File: src/rtl/texture_mip_layout_calculator_defines.svh
// Assertion macros used by the layout calculator back end.
`ifndef TEXTURE_MIP_LAYOUT_CALCULATOR_DEFINES_SVH
`define TEXTURE_MIP_LAYOUT_CALCULATOR_DEFINES_SVH

// Implication checked at every clock edge outside reset.
`define TMLC_ASSERT_IMPL(label, ante, cons) \
    label: assert property (@(posedge clk) disable iff (!rst_n) (ante) |-> (cons)) \
        else $error("assertion failed");

// Non-overlapping implication checked outside reset.
`define TMLC_ASSERT_NEXT(label, ante, cons) \
    label: assert property (@(posedge clk) disable iff (!rst_n) (ante) |=> (cons)) \
        else $error("assertion failed");

`endif

File: src/rtl/tmlc_pkg.sv
// ---------------------------------------------------------------------------
// tmlc_pkg
// Types, constants and tables for the texture mip layout calculator.
// ---------------------------------------------------------------------------
package tmlc_pkg;

    localparam int MAX_LEVELS = 15;
    localparam int MAX_EXTENT = 16384;

    localparam logic [1:0] KIND_2D   = 2'd0;
    localparam logic [1:0] KIND_3D   = 2'd1;
    localparam logic [1:0] KIND_CUBE = 2'd2;
    localparam logic [1:0] KIND_BAD  = 2'd3;

    localparam logic [2:0] DATA_PACKED = 3'd5;

    localparam logic [2:0] REG_WIDTH  = 3'd0;
    localparam logic [2:0] REG_HEIGHT = 3'd1;
    localparam logic [2:0] REG_DEPTH  = 3'd2;
    localparam logic [2:0] REG_LEVELS = 3'd3;
    localparam logic [2:0] REG_KIND   = 3'd4;
    localparam logic [2:0] REG_LAYOUT = 3'd5;

    typedef struct packed {
        logic [3:0]  mip_level;
        logic [2:0]  cube_face;
        logic [10:0] slice_index;
    } req_t;

    typedef struct packed {
        logic [1:0]  texture_kind;
        logic [14:0] level_width;
        logic [14:0] level_height;
        logic [11:0] level_depth;
        logic [4:0]  pixel_bytes;
        logic [18:0] line_bytes;
        logic [31:0] level_bytes;
        logic [31:0] image_bytes;
        logic [31:0] level_offset;
        logic [31:0] face_offset;
        logic [31:0] slice_offset;
    } res_t;

    // Classified request handed from the front to the back.
    typedef struct packed {
        logic [3:0]  mip_level;
        logic [2:0]  cube_face;
        logic [10:0] slice_index;
        logic [1:0]  kind;
        logic [4:0]  bpp;
        logic [4:0]  bpb;
        logic        packed_fmt;
        logic [14:0] eff_w;
        logic [14:0] eff_h;
        logic [11:0] depth;
        logic [3:0]  lim;
    } job_t;

    // Bytes per pixel, or per 4x4 block for compressed data.
    function automatic logic [4:0] unit_bytes(input logic [2:0] kind, input logic [2:0] lay);
        logic [4:0] base;
        logic [4:0] r;
        begin
            case (lay)
                3'd0, 3'd2: base = 5'd1;
                3'd1, 3'd3: base = 5'd2;
                3'd4, 3'd6: base = 5'd3;
                default:    base = 5'd4;
            endcase
            case (kind)
                3'd0:       r = base;
                3'd1, 3'd3: r = 5'(base << 1);
                3'd2, 3'd4: r = 5'(base << 2);
                3'd5:
                begin
                    case (lay)
                        3'd0, 3'd2, 3'd4: r = 5'd8;
                        3'd1, 3'd3, 3'd5: r = 5'd16;
                        default:          r = 5'd0;
                    endcase
                end
                default:    r = 5'd0;
            endcase
            unit_bytes = r;
        end
    endfunction

endpackage

File: src/rtl/tmlc_front.sv
// ---------------------------------------------------------------------------
// tmlc_front
// Holds configuration, classifies each request and queues it as a job.
// ---------------------------------------------------------------------------
module tmlc_front
    import tmlc_pkg::*;
(
    input  logic        clk,
    input  logic        rst_n,
    input  logic        cfg_valid,
    output logic        cfg_ready,
    input  logic [2:0]  cfg_index,
    input  logic [31:0] cfg_data,
    input  logic        push,
    output logic        full,
    input  req_t        req,
    output logic        job_valid,
    input  logic        job_take,
    output job_t        job
);

    logic [14:0] width_reg, height_reg;
    logic [11:0] depth_reg;
    logic [3:0]  levels_reg;
    logic [2:0]  kind_reg, layout_reg;

    // Two-entry job queue.
    job_t       q_reg [2];
    logic       wp_reg, rp_reg;
    logic [1:0] cnt_reg;

    job_t        cls;
    logic [14:0] ew, eh;
    logic        bad;

    assign cfg_ready = 1'b1;
    assign full      = (cnt_reg == 2'd2);
    assign job_valid = (cnt_reg != 2'd0);
    assign job       = q_reg[rp_reg];

    // Classify the request against current configuration.
    always_comb
    begin
        ew  = (width_reg > 15'(MAX_EXTENT)) ? 15'(MAX_EXTENT) : width_reg;
        eh  = (height_reg > 15'(MAX_EXTENT)) ? 15'(MAX_EXTENT) : height_reg;
        bad = (kind_reg > DATA_PACKED) ||
              (kind_reg == DATA_PACKED && layout_reg >= 3'd6);
        cls.mip_level   = req.mip_level;
        cls.cube_face   = req.cube_face;
        cls.slice_index = req.slice_index;
        cls.packed_fmt  = (kind_reg == DATA_PACKED);
        cls.bpp = (kind_reg < DATA_PACKED) ? unit_bytes(kind_reg, layout_reg) : 5'd0;
        cls.bpb = cls.packed_fmt ? unit_bytes(kind_reg, layout_reg) : 5'd0;
        cls.eff_w = ew;
        cls.eff_h = eh;
        cls.depth = depth_reg;
        cls.lim   = (levels_reg > 4'(MAX_LEVELS)) ? 4'(MAX_LEVELS) : levels_reg;
        if (bad)
            cls.kind = KIND_BAD;
        else if (depth_reg == 12'd0 && ew == eh)
            cls.kind = KIND_CUBE;
        else if (depth_reg > 12'd1)
            cls.kind = KIND_3D;
        else if (depth_reg == 12'd1)
            cls.kind = KIND_2D;
        else
            cls.kind = KIND_BAD;
    end

    // Store configuration writes.
    always_ff @(posedge clk or negedge rst_n)
    begin
        if (!rst_n)
        begin
            width_reg  <= 15'd1;
            height_reg <= 15'd1;
            depth_reg  <= 12'd1;
            levels_reg <= 4'd1;
            kind_reg   <= 3'd0;
            layout_reg <= 3'd0;
        end
        else if (cfg_valid && cfg_ready)
        begin
            case (cfg_index)
                REG_WIDTH:  width_reg  <= cfg_data[14:0];
                REG_HEIGHT: height_reg <= cfg_data[14:0];
                REG_DEPTH:  depth_reg  <= cfg_data[11:0];
                REG_LEVELS: levels_reg <= cfg_data[3:0];
                REG_KIND:   kind_reg   <= cfg_data[2:0];
                REG_LAYOUT: layout_reg <= cfg_data[2:0];
                default: ;
            endcase
        end
    end

    // Advance queue pointers.
    always_ff @(posedge clk or negedge rst_n)
    begin
        if (!rst_n)
        begin
            wp_reg  <= 1'b0;
            rp_reg  <= 1'b0;
            cnt_reg <= 2'd0;
        end
        else
        begin
            if (push && !full)
                wp_reg <= ~wp_reg;
            if (job_take && job_valid)
                rp_reg <= ~rp_reg;
            cnt_reg <= cnt_reg + 2'(push && !full) - 2'(job_take && job_valid);
        end
    end

    // Write the queue entry.
    always_ff @(posedge clk)
    begin
        if (push && !full)
            q_reg[wp_reg] <= cls;
    end

endmodule

File: src/rtl/tmlc_back.sv
// ---------------------------------------------------------------------------
// tmlc_back
// Walks the levels with one shared multiplier and builds the result beat.
// ---------------------------------------------------------------------------
module tmlc_back
    import tmlc_pkg::*;
`include "texture_mip_layout_calculator_defines.svh"
(
    input  logic clk,
    input  logic rst_n,
    input  logic job_valid,
    output logic job_take,
    input  job_t job,
    output logic empty,
    input  logic pop,
    output res_t res
);

    typedef enum logic [2:0] {
        S_IDLE, S_LVL, S_M1, S_M2, S_M3, S_F1, S_F2, S_DONE
    } state_t;

    state_t      state_reg;
    job_t        job_reg;
    logic [3:0]  lvl_reg;
    logic [1:0]  step_reg;
    logic [31:0] acc_reg, img_reg, off_reg, lb_reg, prod_reg, tmp_reg;
    logic [31:0] quo_reg;
    res_t        res_reg;
    logic        full_reg;

    logic [31:0] ma, mb, mp;
    logic [14:0] lw, lh, sw, sh;
    logic [11:0] ld, sd;
    logic [31:0] dterm;
    logic [3:0]  upto;

    assign job_take = (state_reg == S_IDLE) && job_valid && !full_reg;
    assign empty    = !full_reg;
    assign res      = res_reg;

    // Extents at the level being walked.
    always_comb
    begin
        sw = job_reg.eff_w >> lvl_reg;
        sh = job_reg.eff_h >> lvl_reg;
        sd = job_reg.depth >> lvl_reg;
        lw = (sw == 15'd0) ? 15'd1 : sw;
        lh = (sh == 15'd0) ? 15'd1 : sh;
        ld = (sd == 12'd0) ? 12'd1 : sd;
        dterm = (job_reg.kind == KIND_CUBE) ? 32'd6 : 32'(ld);
        // Levels below this one make up the level offset.
        upto = (job_reg.mip_level < job_reg.lim) ? job_reg.mip_level : job_reg.lim;
    end

    // Shared multiplier operand select.
    always_comb
    begin
        ma = prod_reg;
        mb = 32'd0;
        case (state_reg)
            S_LVL:
            begin
                ma = job_reg.packed_fmt ? 32'((lw + 15'd3) >> 2) : 32'(lw);
                mb = job_reg.packed_fmt ? 32'((lh + 15'd3) >> 2) : 32'(lh);
            end
            S_M1: mb = dterm;
            S_M2: mb = job_reg.packed_fmt ? 32'(job_reg.bpb) : 32'(job_reg.bpp);
            S_F1:
            begin
                ma = 32'(job_reg.cube_face);
                mb = img_reg;
            end
            S_F2:
            begin
                ma = (step_reg == 2'd0) ? 32'(lw) : prod_reg;
                mb = (step_reg == 2'd0) ? 32'(lh) :
                     (step_reg == 2'd1) ? 32'(job_reg.slice_index) : 32'(job_reg.bpp);
            end
            default: ;
        endcase
        mp = ma * mb;
    end

    // Sequencer: level sizes, sums, then face and slice offsets.
    always_ff @(posedge clk or negedge rst_n)
    begin
        if (!rst_n)
        begin
            state_reg <= S_IDLE;
            full_reg  <= 1'b0;
        end
        else
        begin
            // Load a finished beat, or drop the popped one.
            if (state_reg == S_DONE && (!full_reg || pop))
                full_reg <= 1'b1;
            else if (pop && full_reg)
                full_reg <= 1'b0;
            unique case (state_reg)
                S_IDLE:
                begin
                    if (job_take)
                    begin
                        job_reg   <= job;
                        lvl_reg   <= 4'd0;
                        acc_reg   <= 32'd0;
                        off_reg   <= 32'd0;
                        state_reg <= S_LVL;
                    end
                end
                S_LVL:
                begin
                    prod_reg  <= mp;
                    state_reg <= S_M1;
                end
                S_M1:
                begin
                    prod_reg  <= mp;
                    state_reg <= S_M2;
                end
                S_M2:
                begin
                    // mp is the size of level lvl_reg
                    if (lvl_reg == job_reg.mip_level)
                        lb_reg <= mp;
                    if (lvl_reg == upto)
                        off_reg <= acc_reg;
                    if (lvl_reg < job_reg.lim)
                        acc_reg <= acc_reg + mp;
                    if (lvl_reg == 4'd15)
                        state_reg <= S_M3;
                    else
                    begin
                        lvl_reg   <= lvl_reg + 4'd1;
                        state_reg <= S_LVL;
                    end
                end
                S_M3:
                begin
                    img_reg   <= acc_reg;
                    lvl_reg   <= job_reg.mip_level;
                    state_reg <= S_F1;
                end
                S_F1:
                begin
                    // Face numerator; divide by six follows by reciprocal multiply.
                    tmp_reg   <= mp + off_reg;
                    step_reg  <= 2'd0;
                    state_reg <= S_F2;
                end
                S_F2:
                begin
                    // Estimate the quotient, may be one too high.
                    if (step_reg == 2'd0)
                        quo_reg <= 32'((64'(tmp_reg) * 64'h2AAAAAAB) >> 32);
                    prod_reg <= mp;
                    if (step_reg == 2'd2)
                        state_reg <= S_DONE;
                    step_reg <= step_reg + 2'd1;
                end
                S_DONE:
                begin
                    if (!full_reg || pop)
                    begin
                        res_reg.texture_kind <= job_reg.kind;
                        res_reg.level_width  <= lw;
                        res_reg.level_height <= lh;
                        res_reg.level_depth  <= ld;
                        res_reg.pixel_bytes  <= job_reg.bpp;
                        res_reg.line_bytes   <= 19'(32'(lw) * 32'(job_reg.bpp));
                        res_reg.level_bytes  <= lb_reg;
                        res_reg.image_bytes  <= img_reg;
                        res_reg.level_offset <= (job_reg.kind == KIND_CUBE) ? 32'd0 : off_reg;
                        res_reg.face_offset  <= (job_reg.kind == KIND_CUBE)
                                                ? quo_reg - ((quo_reg * 32'd6 > tmp_reg)
                                                             ? 32'd1 : 32'd0)
                                                : 32'd0;
                        res_reg.slice_offset <= (job_reg.kind == KIND_3D)
                                                ? off_reg + prod_reg : 32'd0;
                        state_reg <= S_IDLE;
                    end
                end
                default: state_reg <= S_IDLE;
            endcase
        end
    end

    `TMLC_ASSERT_IMPL(a_take_idle, job_take, state_reg == S_IDLE)
    `TMLC_ASSERT_NEXT(a_take_walk, job_take, state_reg == S_LVL)
    `TMLC_ASSERT_IMPL(a_lim_ok, state_reg != S_IDLE, job_reg.lim <= 4'(MAX_LEVELS))

endmodule

File: src/rtl/texture_mip_layout_calculator.sv
// ---------------------------------------------------------------------------
// texture_mip_layout_calculator
// Mip level sizes and byte offsets for one configured texture.
// ---------------------------------------------------------------------------
// Usage: write the texture description through the cfg channel (index 0..5:
// width, height, depth, level count, data kind, channel layout) while idle.
// Push a request (mip level, cube face, slice) when full is low; one result
// beat appears on result ports while empty is low and leaves on pop.
// The back end takes the job, walks all sixteen levels through the states
// S_LVL, S_M1 and S_M2 on one shared multiplier, then forms the face and
// slice offsets in S_M3, S_F1 and S_F2 and loads the result in S_DONE. One
// request is worked at a time, and the next starts only after the finished
// beat is popped; a two-entry queue in front accepts requests meanwhile.
// Reset loads width, height, depth and level count 1, kind and layout 0, and
// empties the queue and result register. When pop stays low the finished
// beat holds and the back end waits; the front queue then fills and raises full.
// ---------------------------------------------------------------------------
module texture_mip_layout_calculator
    import tmlc_pkg::*;
(
    input  logic        clk,
    input  logic        rst_n,
    input  logic        cfg_valid,
    output logic        cfg_ready,
    input  logic [2:0]  cfg_index,
    input  logic [31:0] cfg_data,
    input  logic        push,
    output logic        full,
    input  req_t        req,
    output logic        empty,
    input  logic        pop,
    output res_t        res
);

    logic job_valid, job_take;
    job_t job;

    tmlc_front u_front (
        .clk, .rst_n, .cfg_valid, .cfg_ready, .cfg_index, .cfg_data,
        .push, .full, .req, .job_valid, .job_take, .job
    );

    tmlc_back u_back (
        .clk, .rst_n, .job_valid, .job_take, .job, .empty, .pop, .res
    );

endmodule
File: config.mk
export PLATFORM = sky130hd
export DESIGN_NAME = texture_mip_layout_calculator
export DESIGN_NICKNAME = d
export VERILOG_FILES = /design/src/rtl/tmlc_pkg.sv /design/src/rtl/tmlc_front.sv /design/src/rtl/tmlc_back.sv /design/src/rtl/texture_mip_layout_calculator.sv
export VERILOG_INCLUDE_DIRS = /design/src /design/src/rtl
export SDC_FILE = /design/constraint.sdc
export NUM_CORES = 2
export LEC_CHECK = 0
export BUFFER_PORTS_ARGS = -buffer_cell sky130_fd_sc_hd__buf_2
export CORE_ASPECT_RATIO = 0.7
export CORE_MARGIN = 3
export CORE_UTILIZATION = 58
export DETAILED_ROUTE_END_ITERATION = 6
export PLACE_DENSITY = 0.79
export RECOVER_POWER = 25
export SLEW_MARGIN = 5
export SYNTH_ARGS = -nofsm -noshare
export SYNTH_HDL_FRONTEND = slang
export SYNTH_SLANG_ARGS = --single-unit
File: constraint.sdc
create_clock -name clk -period 11.1 [get_ports clk]
set_clock_uncertainty 0.2 [all_clocks]
set_input_delay 1.665 -clock clk [delete_from_list [all_inputs] [get_ports clk]]
set_output_delay 1.665 -clock clk [all_outputs]
set_load 0.05 [all_outputs]
==> impl_metrics.tcl <==
set metrics [dict create \
    run_status "complete, but fails checks" \
    violations_in_the_final_reports "design-rule violations, max-capacitance violations, max-slew violations, negative setup slack" \
    end_kind "flip-flop" \
    final-max-slew-violation-count 179 \
    ys_seq_elements 738 \
    cts_htree_levels 3 \
    dr.first_iter.drc_count 5326 \
    drtPass1Iterations 7 \
    final_min_period_over_clock_period_pct 106.4 \
    io_buffers 270 \
    rsz0062_at_grt "true" \
    muxShareOfSynthArea_pct 3.701 \
    die_height_um 291.7 \
    antenna_violations_before_repair 7 \
    syn_area_per_cell_um2 11.24 \
    critical-path-top-cell-by-count "fa_1" \
    grt_start_max_net_pins 138 \
    timing.critical_path.max_delay_family "adder cells" \
    fin_tns_setup_ns -4.872 \
    finalSetupViolations 16 \
    timing.setup.critical_path_class "flip-flop to flip-flop" \
    global_route.overflow_total 0 \
    ys_async_sr_fraction_pct 8.130 \
    cts_tree "yes" \
    dieArea_um2 120800 \
    total_wire_length_um 205600 \
    instances_no_fill 8461 \
    worst_pin_slew_ns 4.477 \
    startpoint_kind_of_the_worst_setup_timing_path "flip-flop" \
    viasPerCell 5.725 \
    cell_at_the_slowest_stage_of_the_critical_path "fa_1" \
    cts.reportedPaths.clkPinSlew_ns 0.07 \
    remaining_drc_errors 4 \
    boundaryPins 289 \
    cp_max_fo 7 \
    synth.yosys.warnings 0 \
    layout.cells.most_common_list "1144 x inv_1, 807 x fa_1, 693 x ha_1, 678 x edfxtp_1, 515 x buf_4" \
    synth_top_family_by_area "adder cells" \
    post_synth_instance_area_um2 67620 \
    synth_xor_area_share_pct 3.629 \
    cp_data_required_time_ns 11.44 \
    cts.root.buffer_cell "clkbuf_16" \
    ant_nets 0 \
    grt_first_pass_wirelength_um 307400 \
    critical-path-max-stage-delay_ns 0.58 \
    post_synth_edffs 678 \
    synth_adder_area_share_pct 37.11 \
    dpl.cell_count 8268 \
    yosysUniqueCellTypes 91 \
    fmax_ghz 0.08464 \
    max_cap_violations 4 \
    chipWidth_um 414.1 \
    initial_utilization_pct 58.65 \
    mostFrequentLayoutCell "inv_1" \
    synth-main-ff-cell "edfxtp_1" \
    synth-seq-area-share_pct 32.34 \
    post-route-min-period_ns 11.81 \
    final.setup.worst_slack_ns -0.7148 \
    timing.final.hold_violations 0 \
    rows 104 \
    crit_arrival_ns 12.15 \
    layout.core_utilization_pct 67.94 \
    hold_path.class "flip-flop to flip-flop" \
    yosys.area_share.simple_pct 9.365 \
    gp_routability_congestion 1.037 \
    clkLatencyLatePin_ns 0.71 \
    clock_path_buffers 3 \
    routed-via-count 48441 \
    r2r_slack_ns -0.71 \
    max_slew_margin_pct -198.5 \
    tritoncts.num_buffers 76 \
    synth-compound-area-share_pct 6.504 \
    largest_register_ffs 228 \
    groute.usage.overall_pct 34.17 \
    synthToLayoutAreaGrowth_pct 15.83 \
    cts.hold.buffers_added 0 \
    clock-sinks 738 \
    place_hpwl_um 167500 \
    worst_path_buffer_plus_inverter_count 7 \
    design.core.area_um2 115300 \
    layout.nets 8434 \
    syn-instance-count 6017 \
    routedWlPerCell_um 24.30 \
    grt_pass1_vias 49613 \
    layout-drive-gt1-share_pct 18.65 \
]
## area by class of cell
class                           instances  area (um^2)
Sequential cell                       738        21870
Inverter                             1156         4339
Antenna cell                            3        7.507
Clock buffer                           92         1982
Multi-Input combinational cell       4071        42070
Tap cell                             1537         1923
Fill cell                            8513        36970
Timing Repair Buffer                  814         5612
Clock inverter                         50        523.0
## worst reg2reg max path, delay by kind of cell (launching register included)
kind | cells | cell delay (ns)
AO/OA/AOI/OAI | 14 | 2.83
buffers and inverters | 7 | 0.63
multiplexers | 3 | 0.84
adder cells (fa/ha/maj) | 10 | 4.40
XOR/XNOR | 3 | 0.52
AND/OR/NAND/NOR | 11 | 1.80
flip-flops | 1 | 0.46
## synthesized netlist by cell type, types with 109 or more instances
cell,n,area (um^2)
nand2_1,278,1044
mux2_2,134,1509
o21ai_0,119,595.6
clkbuf_1,127,476.7
ha_1,708,8859
fa_1,811,16240
a21oi_1,183,915.9
xnor2_1,213,1866
and2_1,109,681.9
nor2_1,463,1738
inv_1,1152,4324
edfxtp_1,678,20360
## repair_timing
item | in CTS | in global routing
pin swaps | 19 | 81
endpoints found under the setup margin | 17 | 25
resized for setup | 53 | 107
gates cloned | 1 | 1
setup buffers | 25 | 27
## final timing paths
check / to / cells past startpoint / start
min: u_back.res[134] / 0 / u_back.lb_reg[6]
max reg2reg: u_back.acc_reg[31] / 48 / u_back.lvl_reg[0]
min in group asynchronous: u_front.rp_reg / 1 / rst_n
max: u_back.acc_reg[31] / 48 / u_back.lvl_reg[0]
min reg2reg: u_back.res[134] / 0 / u_back.lb_reg[6]
max in group asynchronous: u_front.height_reg[2] / 2 / rst_n
## stage by stage
stage | setup slack, ns | instance area, um^2 | hold WS [ns]
detailed placement | -0.9298 | 74680 | 0.2045
global route | -1.060 | 78320 | 0.2268
floorplan | -0.4297 | 68070 | 0.2003
global placement | -0.7421 | 74680 | 0.2040
CTS | -0.4719 | 77610 | 0.2201
finish | -0.7148 | 78320 | 0.2195
## logic make-up (layout without fill, tap and decap cells)
logic type	after synthesis	count (layout)
compound gates	659	659
mux	190	190
buf+inv	1307	2112
xor+xnor	277	277
other cells	2	104
flops	738	738
simple gates	1325	1325
fa+ha+maj	1519	1519
## per-layer routing
layer  wire, um  track usage, %  share of wire [%]  vias up
met5        282               0               0.14        -
met4       6822           10.73                3.3        8
met3      28710           13.45                 14      318
met2      84100           47.51                 41     2550
met1      85680           49.28                 42    24095
li1           -               -                  -    21470
Power is not shown: default switching activity piles up to over one toggle a cycle in this logic, so the estimate is an artifact.
